`src/design/particle_pair_overlap_resolver_macros.svh`:
```
// ----------------------------------------------------------------------------
// Assertion macros for the circle overlap resolver
// Concurrent assertion wrappers that compile away in synthesis.
// ----------------------------------------------------------------------------
`ifndef PARTICLE_PAIR_OVERLAP_RESOLVER_MACROS_SVH
`define PARTICLE_PAIR_OVERLAP_RESOLVER_MACROS_SVH
`ifndef SYNTHESIS
// The condition must hold in the same cycle as the trigger.
`define PPOR_ASSERT_SAME(label, clk, rst, trig, cond) \
   label: assert property (@(posedge clk) disable iff (rst) (trig) |-> (cond)) \
      else $error("assertion failed");
// The condition must hold in the cycle after the trigger.
`define PPOR_ASSERT_NEXT(label, clk, rst, trig, cond) \
   label: assert property (@(posedge clk) disable iff (rst) (trig) |=> (cond)) \
      else $error("assertion failed");
`else
`define PPOR_ASSERT_SAME(label, clk, rst, trig, cond)
`define PPOR_ASSERT_NEXT(label, clk, rst, trig, cond)
`endif
`endif

```
`src/design/ppor_pkg.sv`:
```
// ----------------------------------------------------------------------------
// Circle overlap resolver package
// Shared widths, codes and the controller/datapath interface types.
// ----------------------------------------------------------------------------
package ppor_pkg;

   localparam int POS_FRAC_BITS_DEF = 16;
   localparam int POS_W   = 20;
   localparam int RAD_W   = 16;
   localparam int CNT_W   = 16;
   localparam int DIFF_W  = POS_W + 1;
   localparam int SQ_W    = 2 * DIFF_W;
   localparam int ROOT_W  = DIFF_W;

   localparam logic [CNT_W-1:0] CNT_MAX = {CNT_W{1'b1}};

   // Transaction kinds.
   localparam logic OP_LOAD    = 1'b0;
   localparam logic OP_RESOLVE = 1'b1;

   // Push factor 11/20 = 1.1 * 0.5; the divisor 20 is taken as 5 times 4.
   localparam int PUSH_NUM   = 11;
   localparam int PUSH_SHIFT = 2;
   localparam int PUSH_ODD   = 5;

   // Axis select.
   localparam logic AXIS_X = 1'b0;
   localparam logic AXIS_Y = 1'b1;

   typedef struct packed {
      logic accept;
      logic sqr;
      logic sqrt_init;
      logic sqrt_step;
      logic div_start;
      logic scale;
      logic take_delta;
      logic mul;
      logic take_axis;
      logic axis;
      logic apply;
      logic out_load;
   } ppor_cmd_type;

   typedef struct packed {
      logic is_load;
      logic cmp_ok;
      logic sqrt_last;
      logic chk_ok;
      logic div_busy;
   } ppor_status_type;

endpackage

```
`src/design/ppor_ctrl.sv`:
```
// ----------------------------------------------------------------------------
// Circle overlap resolver controller
// Sequences one transaction through the datapath and owns the handshakes.
// ----------------------------------------------------------------------------
`include "particle_pair_overlap_resolver_macros.svh"

module ppor_ctrl (
   input  logic                      clock,
   input  logic                      reset,
   input  logic                      req_tvalid,
   output logic                      req_tready,
   output logic                      rsp_tvalid,
   input  logic                      rsp_tready,
   input  ppor_pkg::ppor_status_type status,
   output ppor_pkg::ppor_cmd_type    cmd
);
   import ppor_pkg::*;

   localparam logic [3:0] S_IDLE   = 4'd0;
   localparam logic [3:0] S_SQR    = 4'd1;
   localparam logic [3:0] S_CMP    = 4'd2;
   localparam logic [3:0] S_SQRT   = 4'd3;
   localparam logic [3:0] S_CHK    = 4'd4;
   localparam logic [3:0] S_DLT    = 4'd5;
   localparam logic [3:0] S_MUL    = 4'd6;
   localparam logic [3:0] S_STD    = 4'd7;
   localparam logic [3:0] S_DIV    = 4'd8;
   localparam logic [3:0] S_APPLY  = 4'd9;
   localparam logic [3:0] S_FINISH = 4'd10;

   logic [3:0] state_ff, state_in;
   logic       axis_ff, axis_in;
   logic       valid_ff, valid_in;
   logic       out_free;

   assign out_free = !valid_ff || rsp_tready;

   // Next state and command decode.
   always_comb begin
      state_in   = state_ff;
      axis_in    = axis_ff;
      cmd        = '0;
      cmd.axis   = axis_ff;
      req_tready = 1'b0;
      case (state_ff)
         S_IDLE: begin
            req_tready = 1'b1;
            if (req_tvalid) begin
               cmd.accept = 1'b1;
               state_in   = S_SQR;
            end
         end
         S_SQR: begin
            if (status.is_load) begin
               state_in = S_FINISH;
            end else begin
               cmd.sqr  = 1'b1;
               state_in = S_CMP;
            end
         end
         S_CMP: begin
            if (status.cmp_ok) begin
               cmd.sqrt_init = 1'b1;
               state_in      = S_SQRT;
            end else begin
               state_in = S_FINISH;
            end
         end
         S_SQRT: begin
            cmd.sqrt_step = 1'b1;
            if (status.sqrt_last) begin
               state_in = S_CHK;
            end
         end
         S_CHK: begin
            if (status.chk_ok) begin
               cmd.scale = 1'b1;
               state_in  = S_DLT;
            end else begin
               state_in = S_FINISH;
            end
         end
         S_DLT: begin
            cmd.take_delta = 1'b1;
            axis_in        = AXIS_X;
            state_in       = S_MUL;
         end
         S_MUL: begin
            cmd.mul  = 1'b1;
            state_in = S_STD;
         end
         S_STD: begin
            cmd.div_start = 1'b1;
            state_in      = S_DIV;
         end
         S_DIV: begin
            if (!status.div_busy) begin
               cmd.take_axis = 1'b1;
               if (axis_ff == AXIS_X) begin
                  axis_in  = AXIS_Y;
                  state_in = S_MUL;
               end else begin
                  state_in = S_APPLY;
               end
            end
         end
         S_APPLY: begin
            cmd.apply = 1'b1;
            state_in  = S_FINISH;
         end
         S_FINISH: begin
            if (out_free) begin
               cmd.out_load = 1'b1;
               state_in     = S_IDLE;
            end
         end
         default: begin
            state_in = S_IDLE;
         end
      endcase
   end

   // Output register valid flag.
   always_comb begin
      valid_in = valid_ff;
      if (cmd.out_load) begin
         valid_in = 1'b1;
      end else if (rsp_tready) begin
         valid_in = 1'b0;
      end
   end

   always_ff @(posedge clock) begin
      if (reset) begin
         state_ff <= S_IDLE;
         axis_ff  <= AXIS_X;
         valid_ff <= 1'b0;
      end else begin
         state_ff <= state_in;
         axis_ff  <= axis_in;
         valid_ff <= valid_in;
      end
   end

   assign rsp_tvalid = valid_ff;

   // The divider must report busy right after each start.
   `PPOR_ASSERT_NEXT(a_div_started, clock, reset, cmd.div_start, status.div_busy)
   // The divider stays idle while the square root runs.
   `PPOR_ASSERT_SAME(a_div_idle_sqrt, clock, reset, state_ff == S_SQRT, !status.div_busy)
   // A loaded result is presented on the next cycle.
   `PPOR_ASSERT_NEXT(a_out_valid, clock, reset, cmd.out_load, rsp_tvalid)
   // A load transaction never enters the square root.
   `PPOR_ASSERT_SAME(a_load_short, clock, reset, state_ff == S_SQRT, !status.is_load)

endmodule

```
`config.mk`:
```
export PLATFORM = sky130hd
export DESIGN_NAME = ppor_ctrl
export DESIGN_NICKNAME = d
export VERILOG_FILES = /design/src/design/ppor_pkg.sv /design/src/design/ppor_ctrl.sv
export VERILOG_INCLUDE_DIRS = /design/src /design/src/design
export SDC_FILE = /design/constraint.sdc
export NUM_CORES = 1
export LEC_CHECK = 0
export BUFFER_PORTS_ARGS = -buffer_cell sky130_fd_sc_hd__buf_2
export CAP_MARGIN = 25
export CELL_PAD_IN_SITES_DETAIL_PLACEMENT = 1
export CELL_PAD_IN_SITES_GLOBAL_PLACEMENT = 1
export CORE_UTILIZATION = 33
export CTS_CLUSTER_SIZE = 12
export DETAILED_ROUTE_END_ITERATION = 8
export GPL_ROUTABILITY_DRIVEN = 0
export PLACE_DENSITY_LB_ADDON = 0.1
export SKIP_LAST_GASP = 1
export SYNTH_ARGS = -nofsm -noshare
export SYNTH_HDL_FRONTEND = slang
export SYNTH_SLANG_ARGS = --single-unit
```
`constraint.sdc`:
```
create_clock -name clock -period 2.5 [get_ports clock]
set_clock_uncertainty 0.05 [all_clocks]
set_input_delay 0.625 -clock clock [delete_from_list [all_inputs] [get_ports clock]]
set_output_delay 0.625 -clock clock [all_outputs]
set_load 0.01 [all_outputs]
```
Yosys cells after proc, flatten, opt, wreduce, memory -nomap -nowiden. Index checks and enable logic that the tools add are counted.

Output and inout port bits: 14. Logic and storage cells: 55. Bits in registers: 6.

Reduce and logical (&&, ||, !) cells: 7. Equal/unequal tests: 14. Multiplexer cells: 31.

Operators with widths (count): 4-bit case mux with 11 select lines (1); 4-bit 2-to-1 mux (8); 1-bit 2-to-1 mux (21); 4-bit by 3-bit equality test with 1-bit output, second input constant (4); 4-bit equality test, second input constant (3); 4-bit by 2-bit equality test with 1-bit output, second input constant (2); 2-bit inequality test, second input constant (4); 4-bit by 1-bit equality test with 1-bit output, second input constant (1); 4-bit logical NOT (1); 4-bit AND reduction (1); 2-bit nonzero test (2); 1-bit case mux with 2 select lines (1); 2-bit AND reduction (1); 1-bit logical NOT (1); 1-bit logical OR (1).

Logic depth before layout (Yosys ltp).
Depth in word-level cells: 5. Gate-level depth with buffers: 6. Mapped depth without buffers: 4.

Worst setup path before layout. No wires, ideal clock.

Kind: reg-to-output. Start point: reg state_ff[2]. End point: out cmd[11] (netlist bit). Arrival: 1.358 ns. Stages on the path, launching flop included: 5. Path buffers: 2. Path slack: 0.467 ns. Required time: 1.825 ns. Path through: dfxtp_1 > clkbuf_1 > buf_2 > nor4_1 > and2_1.

RTL lines: start: declaration (RTL line ppor_ctrl.sv:31) `logic [3:0] state_ff, state_in;`; start signal: assignment (RTL line ppor_ctrl.sv:139) `state_ff <= state_in;`; end: declaration (RTL line ppor_ctrl.sv:15) `output ppor_pkg::ppor_cmd_type cmd`.

==> flow_metrics.py <==
metrics = {
    "place": {
        "hpwl_um": 1224,
        "placed_cells": 110,
        "dpl-instance-area_um2": 648.1,
        "port-buffer-count": 22,
    },
    "grt": {
        "gr-total-overflow": 0,
        "grt_pass1_vias": 612,
        "grt_pass1_wl_um": 2801,
        "antenna_found_initial": 0,
        "grt_max_degree": 18,
        "track_usage": 0.2040,
    },
    "timing": {
        "hold_viol": 0,
        "tns_ns": 0,
        "fin_crit_sh": 0.9081,
        "relSlewSlack": 0.6090,
        "slew_viol_final": 0,
        "holdWs_ns": 0.5176,
        "setup_viol": 0,
        "tightestPinTransition_ns": 0.5857,
        "fmax_mhz": 440.5,
        "period_needed_ns": 2.270,
        "grt_setup_unrepaired": "false",
    },
    "drt": {
        "drtPass1Iterations": 4,
        "num_vias": 654,
        "drc": 0,
        "ant_nets": 0,
        "vias_per_cell": 5.788,
        "routed_wl_um": 1683,
        "drt_iter0_markers": 18,
        "wl_per_cell_um": 14.89,
    },
    "layout": {
        "syn_to_final_growth_pct": 22.37,
        "antenna_cells": 0,
        "layout.cells.non_filler": 113,
        "final_area_um2": 670.6,
        "drive_above_1_share": 0.3299,
        "nets": 108,
        "regArea_um2": 120.1,
        "fillCellCount": 206,
        "multi_input_area_um2": 367.9,
    },
    "power": {
        "leakagePower_nw": 0.2931,
        "power_density_mw_per_mm2": 1020,
        "worst_ir_drop_vdd_mv": 0.4016,
        "power_mw": 0.6838,
    },
    "yosys": {
        "ys_seq_area_frac": 0.2192,
        "synth_nets": 88,
        "synth.distinct_cells": 32,
        "synth_area_leaders": "dfxtp_1 22%, nor2_1 7.5%, nor4_1 5.7%",
        "ys.warnings.count": 0,
        "post-synth-top-area-fraction": 0.2192,
        "synth_seq_cells": 6,
        "syn_area_um2": 548.0,
        "avgSynthCellArea_um2": 6.937,
        "synth_cells": 79,
        "yosys.area.top_type": "dfxtp_1",
    },
    "clock_tree": {
        "cts_resized": 0,
        "clk_pin_slew_ns": 0.05,
        "cts_setup_buffers": 0,
        "cts_root_buf": "clkbuf_4",
        "numCtsBuffers": 3,
        "cts_max_path_buffers": 2,
        "clock_sinks": 6,
        "cts_tree": "built",
        "h-tree-depth": 1,
        "cts_hold_buf": 0,
        "worstSkewPairLatency_ns": 0.25,
    },
    "setup_path": {
        "end_kind": "output pin",
        "crit_fanout": 15,
        "cp.required_ns": 1.82,
        "critPathLaunchType": "flip-flop",
        "rr_worst_depth": 5,
        "cp.arrival_ns": 1.60,
        "r2r_setup_slack_ns": 0.70,
        "crit_type": "flip-flop to output pin",
    },
    "floorplan": {
        "chipHeight_um": 42.75,
        "die_x_um": 42.75,
        "dieArea_mm2": 0.001828,
        "ios": 23,
        "start_util": 0.3596,
        "num_rows": 14,
        "core_mm2": 0.001524,
    },
    "min_path": {
        "min-delay-path-class": "flip-flop to flip-flop",
        "min_path_cells": 2,
    },
    "job": {
        "maxCapViolations": 0,
    },
    "outcome": {
        "run_status": "finished clean",
    },
}
[worst max-delay path, stage by stage, from the launching register on]
cell and delay [ns]:
dfxtp_1 0.61, nand2b_1 0.25, nor4b_1 0.31, buf_2 0.17
[synth_stat cells]
library cell / n
nor2b_1: 3
o21ai_0: 4
nor3b_1: 1
o2bb2ai_1: 1
nor2_1: 11
nand3b_1: 3
or3_1: 1
inv_1: 2
a41o_1: 1
clkbuf_1: 1
nand2b_1: 4
buf_1: 1
o21ai_1: 1
nand2_1: 3
nand3_1: 1
a21oi_2: 1
a31oi_1: 2
nor4b_1: 1
or4_4: 1
a2bb2oi_1: 1
nor4_1: 5
dfxtp_1: 6
nor3_1: 5
a211oi_2: 1
mux2_2: 1
a21oi_1: 4
a41oi_1: 1
o21a_1: 1
and2_1: 2
buf_2: 6
buf_4: 2
o31ai_1: 1
[report_power, final]
group          total, mW  switching (mW)  internal (mW)
logic              0.393           0.215          0.178
clock network     0.0925          0.0380         0.0545
registers          0.198          0.0756          0.123
total              0.684           0.328          0.356
[per-layer routing]
| metal | vias up | track usage | share of wire |
|---|---|---|---|
| li1 | 323 | - | - |
| met1 | 305 | 0.2481 | 0.47 |
| met2 | 22 | 0.3424 | 0.47 |
| met3 | 4 | 0.05106 | 0.049 |
| met4 | 0 | 0.07500 | 0.012 |
| met5 | - | 0 | 0 |
[layout by cell type, fill, tap and decap left out, types with 2 or more instances in the layout]
| master | instances |
|---|---|
| a21oi_1 | 4 |
| a31oi_1 | 2 |
| and2_1 | 2 |
| buf_2 | 22 |
| buf_4 | 3 |
| clkbuf_4 | 3 |
| dfxtp_1 | 6 |
| inv_1 | 2 |
| nand2_1 | 3 |
| nand2b_1 | 4 |
| nand3b_1 | 3 |
| nor2_1 | 11 |
| nor2b_1 | 3 |
| nor3_1 | 5 |
| nor4_1 | 5 |
| o21ai_0 | 4 |
[worst paths after layout]
kind | startpoint | end
worst max-delay path | state_ff[1]$_SDFFE_PP0P_ | cmd[9]
worst min-delay path | axis_ff$_SDFFE_PP0P_ | axis_ff$_SDFFE_PP0P_
worst max register to register | state_ff[0]$_SDFFE_PP0P_ | state_ff[0]$_SDFFE_PP0P_
worst min register to register | axis_ff$_SDFFE_PP0P_ | axis_ff$_SDFFE_PP0P_
[flip-flops by register name, indices dropped and copies added, names as in the netlist]
name,count
rsp_tvalid,1
state_ff,4
axis_ff,1
[through the flow]
step / setup slack, ns / util
4_1_cts: 0.2315 / 0.4401
5_1_grt: 0.1076 / 0.4401
6_report: 0.2297 / 0.4401
3_5_place_dp: 0.5098 / 0.4253
2_1_floorplan: 0.4672 / -
3_3_place_gp: 0.5365 / 0.4253
[kinds of logic (layout without fill, tap and decap cells)]
logic type / Yosys count / after routing / share of synthesized area
compound gates: 19 / 19 / 0.2375
buf+inv: 12 / 30 / 0.1096
flops: 6 / 6 / 0.2192
mux: 1 / 1 / 0.02055
simple gates: 41 / 41 / 0.4132
[area by class of cell]
class                           count  share of cell area
Multi-Input combinational cell     61              0.5485
Timing Repair Buffer               25              0.1978
Sequential cell                     6              0.1791
Clock buffer                        3             0.03358
Tap cell                           16             0.02985
Inverter                            2             0.01119
Power figures use the tool's default switching activity.
