$ cat src/design/particle_pair_overlap_resolver_macros.svh
// ----------------------------------------------------------------------------
// Assertion macros for the circle overlap resolver
// Concurrent assertion wrappers that compile away in synthesis.
// ----------------------------------------------------------------------------
`ifndef PARTICLE_PAIR_OVERLAP_RESOLVER_MACROS_SVH
`define PARTICLE_PAIR_OVERLAP_RESOLVER_MACROS_SVH
`ifndef SYNTHESIS
// The condition must hold in the same cycle as the trigger.
`define PPOR_ASSERT_SAME(label, clk, rst, trig, cond) \
   label: assert property (@(posedge clk) disable iff (rst) (trig) |-> (cond)) \
      else $error("assertion failed");
// The condition must hold in the cycle after the trigger.
`define PPOR_ASSERT_NEXT(label, clk, rst, trig, cond) \
   label: assert property (@(posedge clk) disable iff (rst) (trig) |=> (cond)) \
      else $error("assertion failed");
`else
`define PPOR_ASSERT_SAME(label, clk, rst, trig, cond)
`define PPOR_ASSERT_NEXT(label, clk, rst, trig, cond)
`endif
`endif

$ cat src/design/ppor_pkg.sv
// ----------------------------------------------------------------------------
// Circle overlap resolver package
// Shared widths, codes and the controller/datapath interface types.
// ----------------------------------------------------------------------------
package ppor_pkg;

   localparam int POS_FRAC_BITS_DEF = 16;
   localparam int POS_W   = 20;
   localparam int RAD_W   = 16;
   localparam int CNT_W   = 16;
   localparam int DIFF_W  = POS_W + 1;
   localparam int SQ_W    = 2 * DIFF_W;
   localparam int ROOT_W  = DIFF_W;

   localparam logic [CNT_W-1:0] CNT_MAX = {CNT_W{1'b1}};

   // Transaction kinds.
   localparam logic OP_LOAD    = 1'b0;
   localparam logic OP_RESOLVE = 1'b1;

   // Push factor 11/20 = 1.1 * 0.5; the divisor 20 is taken as 5 times 4.
   localparam int PUSH_NUM   = 11;
   localparam int PUSH_SHIFT = 2;
   localparam int PUSH_ODD   = 5;

   // Axis select.
   localparam logic AXIS_X = 1'b0;
   localparam logic AXIS_Y = 1'b1;

   typedef struct packed {
      logic accept;
      logic sqr;
      logic sqrt_init;
      logic sqrt_step;
      logic div_start;
      logic scale;
      logic take_delta;
      logic mul;
      logic take_axis;
      logic axis;
      logic apply;
      logic out_load;
   } ppor_cmd_type;

   typedef struct packed {
      logic is_load;
      logic cmp_ok;
      logic sqrt_last;
      logic chk_ok;
      logic div_busy;
   } ppor_status_type;

endpackage

$ cat src/design/ppor_div.sv
// ----------------------------------------------------------------------------
// Restoring divider
// Bit-serial unsigned divider, one quotient bit per cycle. The upper part of
// the dividend must be below the divisor, so the quotient fits QUO_W bits.
// ----------------------------------------------------------------------------
module ppor_div #(
   parameter int QUO_W = ppor_pkg::POS_FRAC_BITS_DEF + 1,
   parameter int NUM_W = QUO_W + ppor_pkg::ROOT_W
) (
   input  logic                        clock,
   input  logic                        reset,
   input  logic                        start,
   input  logic [NUM_W-1:0]            dividend,
   input  logic [ppor_pkg::ROOT_W-1:0] divisor,
   output logic                        busy,
   output logic [QUO_W-1:0]            quotient
);
   import ppor_pkg::*;

   localparam int CW = $clog2(QUO_W + 1);

   logic [ROOT_W-1:0] rem_ff, rem_in;
   logic [QUO_W-1:0]  num_ff, num_in;
   logic [ROOT_W-1:0] den_ff, den_in;
   logic [CW-1:0]     cnt_ff, cnt_in;
   logic [ROOT_W:0]   trial;

   // One restoring step: shift in the next dividend bit, subtract if it fits.
   always_comb begin
      trial  = {rem_ff, num_ff[QUO_W-1]};
      rem_in = rem_ff;
      num_in = num_ff;
      den_in = den_ff;
      cnt_in = cnt_ff;
      if (start) begin
         rem_in = dividend[NUM_W-1:QUO_W];
         num_in = dividend[QUO_W-1:0];
         den_in = divisor;
         cnt_in = CW'(QUO_W);
      end else if (cnt_ff != '0) begin
         if (trial >= {1'b0, den_ff}) begin
            rem_in = ROOT_W'(trial - {1'b0, den_ff});
            num_in = {num_ff[QUO_W-2:0], 1'b1};
         end else begin
            rem_in = trial[ROOT_W-1:0];
            num_in = {num_ff[QUO_W-2:0], 1'b0};
         end
         cnt_in = cnt_ff - 1'b1;
      end
   end

   always_ff @(posedge clock) begin
      if (reset) begin
         cnt_ff <= '0;
      end else begin
         cnt_ff <= cnt_in;
      end
      rem_ff <= rem_in;
      num_ff <= num_in;
      den_ff <= den_in;
   end

   assign busy     = (cnt_ff != '0);
   assign quotient = num_ff;

endmodule

$ cat src/design/ppor_dpath.sv
// ----------------------------------------------------------------------------
// Circle overlap resolver datapath
// Object state, offset and squares, iterative square root, shared divider
// and the saturating position update.
// ----------------------------------------------------------------------------
module ppor_dpath #(
   parameter int POS_FRAC_BITS = ppor_pkg::POS_FRAC_BITS_DEF
) (
   input  logic                               clock,
   input  logic                               reset,
   input  ppor_pkg::ppor_cmd_type             cmd,
   output ppor_pkg::ppor_status_type          status,
   input  logic                               in_opcode,
   input  logic signed [ppor_pkg::POS_W-1:0]  in_pos_x,
   input  logic signed [ppor_pkg::POS_W-1:0]  in_pos_y,
   input  logic [ppor_pkg::RAD_W-1:0]         in_radius,
   output logic signed [ppor_pkg::POS_W-1:0]  other_x,
   output logic signed [ppor_pkg::POS_W-1:0]  other_y,
   output logic signed [ppor_pkg::POS_W-1:0]  object_x,
   output logic signed [ppor_pkg::POS_W-1:0]  object_y,
   output logic                               overlapped,
   output logic [ppor_pkg::CNT_W-1:0]         compare_count
);
   import ppor_pkg::*;

   localparam int RSW   = POS_FRAC_BITS;
   localparam int QW    = RSW + 1;
   localparam int NW    = QW + ROOT_W;
   localparam int RSQ_W = 2 * QW;
   localparam int SW    = (QW + 2 > POS_W + 2) ? QW + 2 : POS_W + 2;
   localparam int SQCW  = $clog2(ROOT_W);
   localparam int MW    = QW + 4 - PUSH_SHIFT;
   localparam int DK    = MW + 2;
   localparam logic [63:0] EPS = (64'd1 << (2 * POS_FRAC_BITS)) / 64'd10000;
   localparam logic [63:0] RECIP_W =
      ((64'd1 << DK) + 64'(PUSH_ODD - 1)) / 64'(PUSH_ODD);
   localparam logic [MW-1:0] RECIP = RECIP_W[MW-1:0];
   localparam logic signed [SW-1:0] SAT_HI = SW'((1 << (POS_W - 1)) - 1);
   localparam logic signed [SW-1:0] SAT_LO = -SW'(1 << (POS_W - 1));

   // Object state.
   logic signed [POS_W-1:0] held_x_ff, held_x_in, held_y_ff, held_y_in;
   logic [RAD_W-1:0]        held_r_ff, held_r_in;
   logic [CNT_W-1:0]        cnt_ff, cnt_in;

   // Per-item working registers.
   logic                    load_ff;
   logic signed [POS_W-1:0] px_ff, py_ff, oth_x_ff, oth_y_ff;
   logic [DIFF_W-1:0]       ax_ff, ay_ff;
   logic                    sx_ff, sy_ff, hit_ff;
   logic [QW-1:0]           rsum_ff, delta_ff, cx_ff, cy_ff;
   logic [SQ_W-1:0]         sqx_ff, sqy_ff;
   logic [RSQ_W-1:0]        rsq_ff;
   logic [NW-1:0]           prod_ff;
   logic [MW-1:0]           scale_ff;

   // Square root state.
   logic [SQ_W-1:0]     op_ff;
   logic [ROOT_W+1:0]   srem_ff, srem_in;
   logic [ROOT_W-1:0]   root_ff, root_in;
   logic [SQCW-1:0]     sqc_ff;

   // Output register.
   logic signed [POS_W-1:0] o_ox_ff, o_oy_ff, o_bx_ff, o_by_ff;
   logic                    o_hit_ff;
   logic [CNT_W-1:0]        o_cnt_ff;

   logic [RSW-1:0]           hr_s, ir_s;
   logic signed [DIFF_W-1:0] dx, dy;
   logic [SQ_W:0]            dist2;
   logic [ROOT_W+3:0]        r2, strial;
   logic [QW-1:0]            gap;
   logic [QW+3:0]            gap_x;
   logic [2*MW-1:0]          dprod;
   logic                     div_busy;
   logic [QW-1:0]            div_q;
   logic signed [SW-1:0]     csx, csy, nbx, nby, nox, noy;

   // Radii brought to the position fraction width.
   generate
      if (POS_FRAC_BITS >= RAD_W) begin : g_rad_up
         assign hr_s = RSW'(held_r_ff) << (POS_FRAC_BITS - RAD_W);
         assign ir_s = RSW'(in_radius) << (POS_FRAC_BITS - RAD_W);
      end else begin : g_rad_dn
         assign hr_s = RSW'(held_r_ff >> (RAD_W - POS_FRAC_BITS));
         assign ir_s = RSW'(in_radius >> (RAD_W - POS_FRAC_BITS));
      end
   endgenerate

   function automatic logic signed [POS_W-1:0] sat_pos(input logic signed [SW-1:0] v);
      logic signed [POS_W-1:0] r;
      if (v > SAT_HI) begin
         r = SAT_HI[POS_W-1:0];
      end else if (v < SAT_LO) begin
         r = SAT_LO[POS_W-1:0];
      end else begin
         r = v[POS_W-1:0];
      end
      return r;
   endfunction

   // Offset from the other circle to the object.
   assign dx = DIFF_W'(held_x_ff) - DIFF_W'(in_pos_x);
   assign dy = DIFF_W'(held_y_ff) - DIFF_W'(in_pos_y);

   // Overlap test on the squared distance.
   assign dist2 = (SQ_W + 1)'(sqx_ff) + (SQ_W + 1)'(sqy_ff);

   // Square root step: two operand bits in, one root bit out.
   always_comb begin
      r2      = {srem_ff, op_ff[SQ_W-1:SQ_W-2]};
      strial  = (ROOT_W + 4)'({root_ff, 2'b01});
      srem_in = srem_ff;
      root_in = root_ff;
      if (r2 >= strial) begin
         srem_in = (ROOT_W + 2)'(r2 - strial);
         root_in = {root_ff[ROOT_W-2:0], 1'b1};
      end else begin
         srem_in = (ROOT_W + 2)'(r2);
         root_in = {root_ff[ROOT_W-2:0], 1'b0};
      end
   end

   // Push distance: overlap times 11, over 4 by a shift, then over 5 by a
   // reciprocal multiplication that is exact over the whole operand range.
   assign gap   = QW'(rsum_ff - QW'(root_ff));
   assign gap_x = (QW + 4)'(gap) * (QW + 4)'(PUSH_NUM);
   assign dprod = (2 * MW)'(scale_ff) * (2 * MW)'(RECIP);

   // Divider for the offset times delta over the root.
   ppor_div #(.QUO_W(QW), .NUM_W(NW)) u_div (
      .clock    (clock),
      .reset    (reset),
      .start    (cmd.div_start),
      .dividend (prod_ff),
      .divisor  (root_ff),
      .busy     (div_busy),
      .quotient (div_q)
   );

   // Signed corrections and saturated new positions.
   assign csx = sx_ff ? -$signed(SW'(cx_ff)) : $signed(SW'(cx_ff));
   assign csy = sy_ff ? -$signed(SW'(cy_ff)) : $signed(SW'(cy_ff));
   assign nbx = SW'(held_x_ff) + csx;
   assign nby = SW'(held_y_ff) + csy;
   assign nox = SW'(px_ff) - csx;
   assign noy = SW'(py_ff) - csy;

   // Object state update.
   always_comb begin
      held_x_in = held_x_ff;
      held_y_in = held_y_ff;
      held_r_in = held_r_ff;
      cnt_in    = cnt_ff;
      if (cmd.accept) begin
         if (in_opcode == OP_LOAD) begin
            held_x_in = in_pos_x;
            held_y_in = in_pos_y;
            held_r_in = in_radius;
            cnt_in    = '0;
         end else if (cnt_ff != CNT_MAX) begin
            cnt_in = cnt_ff + 1'b1;
         end
      end else if (cmd.apply) begin
         held_x_in = sat_pos(nbx);
         held_y_in = sat_pos(nby);
      end
   end

   always_ff @(posedge clock) begin
      if (reset) begin
         held_x_ff <= '0;
         held_y_ff <= '0;
         held_r_ff <= '0;
         cnt_ff    <= '0;
      end else begin
         held_x_ff <= held_x_in;
         held_y_ff <= held_y_in;
         held_r_ff <= held_r_in;
         cnt_ff    <= cnt_in;
      end
   end

   // Working registers, loaded under controller commands.
   always_ff @(posedge clock) begin
      if (cmd.accept) begin
         load_ff  <= (in_opcode == OP_LOAD);
         px_ff    <= in_pos_x;
         py_ff    <= in_pos_y;
         oth_x_ff <= (in_opcode == OP_RESOLVE) ? in_pos_x : '0;
         oth_y_ff <= (in_opcode == OP_RESOLVE) ? in_pos_y : '0;
         hit_ff   <= 1'b0;
         sx_ff    <= dx[DIFF_W-1];
         sy_ff    <= dy[DIFF_W-1];
         ax_ff    <= dx[DIFF_W-1] ? DIFF_W'(-dx) : DIFF_W'(dx);
         ay_ff    <= dy[DIFF_W-1] ? DIFF_W'(-dy) : DIFF_W'(dy);
         rsum_ff  <= QW'(hr_s) + QW'(ir_s);
      end
      if (cmd.sqr) begin
         sqx_ff <= ax_ff * ax_ff;
         sqy_ff <= ay_ff * ay_ff;
         rsq_ff <= rsum_ff * rsum_ff;
      end
      if (cmd.sqrt_init) begin
         op_ff   <= SQ_W'(dist2);
         srem_ff <= '0;
         root_ff <= '0;
         sqc_ff  <= SQCW'(ROOT_W - 1);
      end else if (cmd.sqrt_step) begin
         op_ff   <= op_ff << 2;
         srem_ff <= srem_in;
         root_ff <= root_in;
         sqc_ff  <= sqc_ff - 1'b1;
      end
      if (cmd.scale) begin
         scale_ff <= MW'(gap_x >> PUSH_SHIFT);
      end
      if (cmd.take_delta) begin
         delta_ff <= dprod[DK +: QW];
      end
      if (cmd.mul) begin
         prod_ff <= NW'(((cmd.axis == AXIS_X) ? ax_ff : ay_ff) * delta_ff);
      end
      if (cmd.take_axis) begin
         if (cmd.axis == AXIS_X) begin
            cx_ff <= div_q;
         end else begin
            cy_ff <= div_q;
         end
      end
      if (cmd.apply) begin
         oth_x_ff <= sat_pos(nox);
         oth_y_ff <= sat_pos(noy);
         hit_ff   <= 1'b1;
      end
      if (cmd.out_load) begin
         o_ox_ff  <= oth_x_ff;
         o_oy_ff  <= oth_y_ff;
         o_bx_ff  <= held_x_ff;
         o_by_ff  <= held_y_ff;
         o_hit_ff <= hit_ff;
         o_cnt_ff <= cnt_ff;
      end
   end

   // Status back to the controller.
   assign status.is_load   = load_ff;
   assign status.cmp_ok    = (64'(dist2) < 64'(rsq_ff)) && (64'(dist2) > EPS);
   assign status.sqrt_last = (sqc_ff == '0);
   assign status.chk_ok    = (root_ff != '0) && (32'(rsum_ff) > 32'(root_ff));
   assign status.div_busy  = div_busy;

   assign other_x       = o_ox_ff;
   assign other_y       = o_oy_ff;
   assign object_x      = o_bx_ff;
   assign object_y      = o_by_ff;
   assign overlapped    = o_hit_ff;
   assign compare_count = o_cnt_ff;

endmodule

$ cat config.mk
export PLATFORM = sky130hd
export DESIGN_NAME = ppor_dpath
export DESIGN_NICKNAME = d
export VERILOG_FILES = /design/src/design/particle_pair_overlap_resolver_macros.svh /design/src/design/ppor_pkg.sv /design/src/design/ppor_div.sv /design/src/design/ppor_dpath.sv
export SDC_FILE = /design/constraint.sdc
export NUM_CORES = 2
export LEC_CHECK = 0
export ABC_CLOCK_PERIOD_IN_PS = 20900
export BUFFER_PORTS_ARGS = -buffer_cell sky130_fd_sc_hd__buf_4
export CAP_MARGIN = 20
export CORE_ASPECT_RATIO = 0.75
export CORE_MARGIN = 4
export CORE_UTILIZATION = 50
export DETAILED_ROUTE_END_ITERATION = 8
export HOLD_SLACK_MARGIN = 0.15
export PLACE_DENSITY = 0.66
export SLEW_MARGIN = 20
export SYNTH_ARGS = -nofsm -noshare
export SYNTH_HDL_FRONTEND = slang
export SYNTH_SLANG_ARGS = --single-unit
$ cat constraint.sdc
create_clock -name clock -period 20.9 [get_ports clock]
set_input_delay 4.18 -clock clock [delete_from_list [all_inputs] [get_ports clock]]
set_output_delay 4.18 -clock clock [all_outputs]
set_load 0.1 [all_outputs]
After elaboration in Yosys (flattened, before gate mapping)
Cells that the tools add are included.

Add/sub/neg operators: 18. Multiply operators: 6. $lt $le $gt $ge: 13. Equal/unequal tests: 3. Muxes and demuxes: 39. Bitwise gates (word level): 2. Reduce and logical (&&, ||, !) cells: 14.

Operators with widths (count): $mux W20 (22); $gt A22 B20 Y1 const B (4); $lt A22 B20 Y1 const B (4); $mul A21 B21 Y42 (2); $mux W21 (4); $mux W42 (2); $add A20 B22 Y22 (2); $mux W22 (2); $neg A17 Y22 (2); $sub A20 B22 Y22 (2); $add A42 B42 Y43 (1); $gt A43 B19 Y1 const B (1); $lt A43 B34 Y1 (1); $neg A21 Y21 (2); $sub A20 B20 Y21 (2); $mul A19 B19 Y38 const B (1); $mul A21 B17 Y38 (1); $mul A17 B17 Y34 (1); $mux W17 (2); $mux W16 (2); $ge A25 B23 Y1 (1); $mux W23 (1); $sub A23 B23 Y23 (1); $ge A22 B21 Y1 (1); 20 further kinds (31).

Register bits: 693. Input port bits: 71. Output and inout port bits: 102. Word-level logic and storage cells: 135.

Logic depth before layout (Yosys ltp)
Depth in word-level cells: 8. Mapped depth: 31. Gate-level depth less buffers: 29.

Hierarchy
A second synthesis with hierarchy kept.

Cells, all modules: 9256. Area total of the unflattened synthesis: 90128.9 sq um.

Modules (own cells, without submodules): ppor_dpath (instances 1, cells each 8891, area an instance 86191.4 sq um, seq. area each 17576.9 sq um); ppor_div (instances 1, cells each 365, area an instance 3937.5 sq um, seq. area each 1871.8 sq um).

Least setup slack after synthesis
Ideal clock, no wire load.

Path type: input to register. Start point: input port cmd[2] in the netlist's numbering. End point: register prod_ff[36] (data pin). Setup time: 0.258 ns. Arrival time: 11.513 ns. Data required time: 20.642 ns. Slack: 9.129 ns. Cell stages on the path: 30. Buffers on the path: 4. Cell sequence: clkbuf_1 clkbuf_1 buf_1 nand2_1 o21ai_1 clkbuf_1 nand2_1 fa_1 inv_1 fa_1 inv_1 fa_1 inv_1 fa_1 inv_1 fa_1 fa_1 inv_1 ha_1 a21o_1 a21o_1 a21oi_1 o21ai_0 a32o_1 o41ai_1 a31oi_1 or4b_1 a31o_2 a21oi_1 xnor2_1.

Word-level cells in the longest chain between the ends: 2.

RTL lines: start: declaration (RTL line ppor_dpath.sv:11) `input ppor_pkg::ppor_cmd_type cmd,`; $mux W21 (RTL line ppor_dpath.sv:222) `prod_ff <= NW'(((cmd.axis == AXIS_X) ? ax_ff : ay_ff) * delta_ff);`; $mul A21 B17 Y38 (RTL line ppor_dpath.sv:222); end signal: assignment (RTL line ppor_dpath.sv:222); end: declaration (RTL line ppor_dpath.sv:54) `logic [NW-1:0] prod_ff;`.

No other way between the ends. A chain may end at the register's enable or synchronous reset.

Final worst setup path
Same ends and word-level chain as after synthesis.

==> out/summary.txt <==
Post-Synth Adder-Cell Area: 0.420
Finish-stage setup viols: 0
Post-Syn Area per Cell: 9.80 µm²
Hold_buf cts: 0
Drt wl/cell: 20.2 µm
Final Cycle Share: 0.544
Area of the mapped netlist: 89,600 µm²
Num Clock Sinks: 690
Post-Syn Instances: 9,142
WP data required: 21.37 ns
Worst-path fanout max: 33
Top_reg_cell synth: edfxtp_1
Post-synthesis xor/xnor area fraction: 0.0443
Via count: 64,295
Core area: 178,000 µm²
Fraction of registers with async set/reset: 0
Slew @ Worst Pin: 1.21 ns
Synth unique cells: 93
Die width: 497 µm
Post-CTS Setup Inserts: 0
Post-synthesis sequential area ratio: 0.217
Gr busiest metal: met2
Met3 Use GR: 0.0386
Chip height: 375 µm
Cell mode on critical path: fa_1
Clock transition at path regs: 0.06 ns
Final #Nets: 11,550
Synth Area in Simple Gates: 0.112
Largest family of logic cells by synthesized area: adder cells
Routed Antenna Nets: 0
Post-detail-place hpwl: 190,000 µm
GPL Wtd Cong: 0.935
Die area: 186,000 µm²
CTS tree: yes
RSZ-0062 raised after global routing: no
IO Count: 173
Critical Path AT: 11.83 ns
Pin count of the biggest net entering global routing: 75
Area grow syn2layout: 7.50%
Number of enable flip-flop cells after synthesis: 563
Slew Limit Headroom: 0.196
Crit path kind: input pin to flip-flop
CTS resizes: 0
H-tree levels: 3
Grt met2 use: 0.408
GRT Overall Usage: 0.258
Drt total wl: 236,000 µm
CP Launch Type: input pin
# DRC: 0
Yosys warnings: 0
CP cell instances: buf_4 -> mux2_2 -> nand2_1 -> fa_1 -> inv_1 -> fa_1 -> fa_1 -> fa_1 -> fa_1 -> inv_1 -> fa_1 -> inv_1 -> ha_1 -> a21o_1 -> a21o_1 -> a21oi_1 -> o21ai_0 -> a32o_1 -> o41ai_1 -> a31oi_1 -> or4b_1 -> a31o_2 -> a21oi_1 -> xnor2_1
Yosys reg bits: 690
CTS Root Cell: clkbuf_16
Initial antenna violation count: 19
Grt total ovfl: 0
Number of core rows: 134
Hold Path Class: flip-flop to flip-flop
Multiplexer share of the synthesized area: 0.0167
CP Capture Type: flip-flop
Share of cells above drive strength 1: 0.0599
GR Util met1: 0.367
Final hold violation count: 0
Vias per cell: 5.51
Status: finished, final reports clean
Worst Skew: 0.0470 ns
Port bufs: 172
Max incr delay on CP: 0.67 ns
TNS Setup: 0 ns
CTS max path bufs: 3
CP max-delay cell: o41ai_1
Pre-antenna DRT Iters: 6
Cts bufs inserted: 80
Worst skew pair latency: 0.73 ns
# Max-Cap Violations: 0
Compound-gate portion of the synthesized area: 0.0967
Highest Clock Rate: 88.0 MHz
Mapped Nets: 11,470
Post-layout min period: 11.36 ns
Global-route wire length before repair: 378,000 µm
1st-iter DRT viols: 4,968
Max-slew violations: 0
Starting Density: 0.503
Vias in the first global route: 67,078
worst paths after layout:
path	from	to	slack, ns	cells past startpoint
max	cmd[2]	prod_ff[36]	9.54	24
min	oth_y_ff[7]	other_y[7]	0.42	0
max reg2reg	ax_ff[7]	prod_ff[36]	11.72	27
min reg2reg	oth_y_ff[7]	other_y[7]	0.42	0
critical path, delay by kind of cell:
family / cells / cell delay [ns]
adder cells (fa/ha/maj): 7 / 3.46
XOR/XNOR: 1 / 0.08
AO/OA/AOI/OAI: 9 / 2.34
AND/OR/NAND/NOR: 2 / 0.72
buffers and inverters: 4 / 0.49
multiplexers: 1 / 0.54
synthesized netlist by cell type, types with 11 or more instances:
cell type / instances / area share
dfxtp_1: 127 / 0.028
a22oi_1: 30 / 0.0025
edfxtp_1: 563 / 0.19
a32oi_1: 11 / 0.0011
nand3b_1: 11 / 0.00092
a31oi_1: 36 / 0.0025
nor3_1: 84 / 0.0047
nor2b_1: 70 / 0.0049
clkbuf_1: 250 / 0.010
xor2_1: 131 / 0.013
a21boi_0: 21 / 0.0018
a31o_2: 14 / 0.0014
nor2_1: 397 / 0.017
a221oi_1: 30 / 0.0029
a211o_1: 13 / 0.0013
a21o_1: 150 / 0.013
or2_2: 30 / 0.0021
o21bai_1: 34 / 0.0028
or3_1: 26 / 0.0018
nand4_1: 48 / 0.0034
o21ai_1: 19 / 0.0011
xnor2_1: 320 / 0.031
nor4_1: 31 / 0.0022
ha_1: 1004 / 0.14
or4_1: 19 / 0.0016
o21a_1: 53 / 0.0044
and2_1: 375 / 0.026
o31a_1: 20 / 0.0020
a21oi_1: 360 / 0.020
fa_1: 1253 / 0.28
nand2b_1: 67 / 0.0047
a211oi_1: 81 / 0.0068
nand3_1: 81 / 0.0045
and3_1: 47 / 0.0033
inv_1: 1934 / 0.081
mux2i_1: 48 / 0.0054
mux2_2: 89 / 0.011
nand2_1: 784 / 0.033
o211ai_1: 20 / 0.0017
o21ai_0: 234 / 0.013
o31ai_1: 39 / 0.0033
a221o_1: 31 / 0.0035
o41ai_1: 20 / 0.0020
registers in the layout, summed over array words and instances (netlist names), 21 cells and up:
| name | cells |
|---|---|
| op_ff | 42 |
| sqx_ff | 41 |
| sqy_ff | 41 |
| prod_ff | 38 |
| rsq_ff | 33 |
| srem_ff | 23 |
| ax_ff | 21 |
| ay_ff | 21 |
| root_ff | 21 |
| u_div.den_ff | 21 |
| u_div.rem_ff | 21 |
kinds of logic (layout without fill, tap and decap cells):
kind of cell,after synthesis,after routing
XOR/XNOR,452,452
buffers and inverters,2202,2344
AO/OA/AOI/OAI,1304,1304
other,0,11
AND/OR/NAND/NOR,2099,2099
flip-flops,690,690
multiplexers,138,138
adder cells (fa/ha/maj),2257,2257
final cells by class:
cell class              instances  area, µm²
flip-flops and latches        690      19400
inverters                    1935       7260
repair buffers                265       2000
clock buffers                  95       2170
fillers                     15893      81700
diodes                         11       27.5
multi-input cells            6250      61900
well taps                    2380       2980
clock inverters                49        532
layer usage:
layer / share of wire / routed length, µm
met2: 0.46 / 108000
met5: 0.000051 / 12
met4: 0.034 / 8030
met3: 0.065 / 15300
met1: 0.45 / 105000
cells in the final DEF (no fill, tap or decap), types with 26 or more instances in the layout:
cell	n
nor2b_1	70
a221oi_1	30
o21bai_1	34
and3_1	47
xor2_1	131
buf_4	264
o21ai_0	234
inv_1	1934
edfxtp_1	563
or3_1	26
a21oi_1	359
nand4_1	48
clkbuf_16	83
xnor2_1	320
o31ai_1	39
dfxtp_1	127
mux2_2	89
a21o_1	150
a221o_1	31
and2_1	375
ha_1	1004
nor3_1	84
mux2i_1	48
nand3_1	81
nor2_1	392
a211oi_1	81
or2_2	30
a31oi_1	36
a22oi_1	30
nand2_1	783
o21a_1	53
nor4_1	31
fa_1	1253
nand2b_1	67
metrics by stage:
stage | utilization | instances | hold WS, ns | worst slack, ns | cell area [µm²]
finish | 0.541 | 11675 | 0.419 | 9.54 | 96300
CTS | 0.541 | 11663 | 0.416 | 9.58 | 96300
floorplan | - | 9142 | 0.400 | 9.13 | 89600
global route | 0.541 | 11675 | 0.427 | 9.16 | 96300
global placement | 0.525 | 11519 | 0.403 | 8.95 | 93500
detailed placement | 0.525 | 11519 | 0.405 | 8.85 | 93600
Power is not shown: default switching activity piles up to over one toggle a cycle in this logic, so the estimate is an artifact.
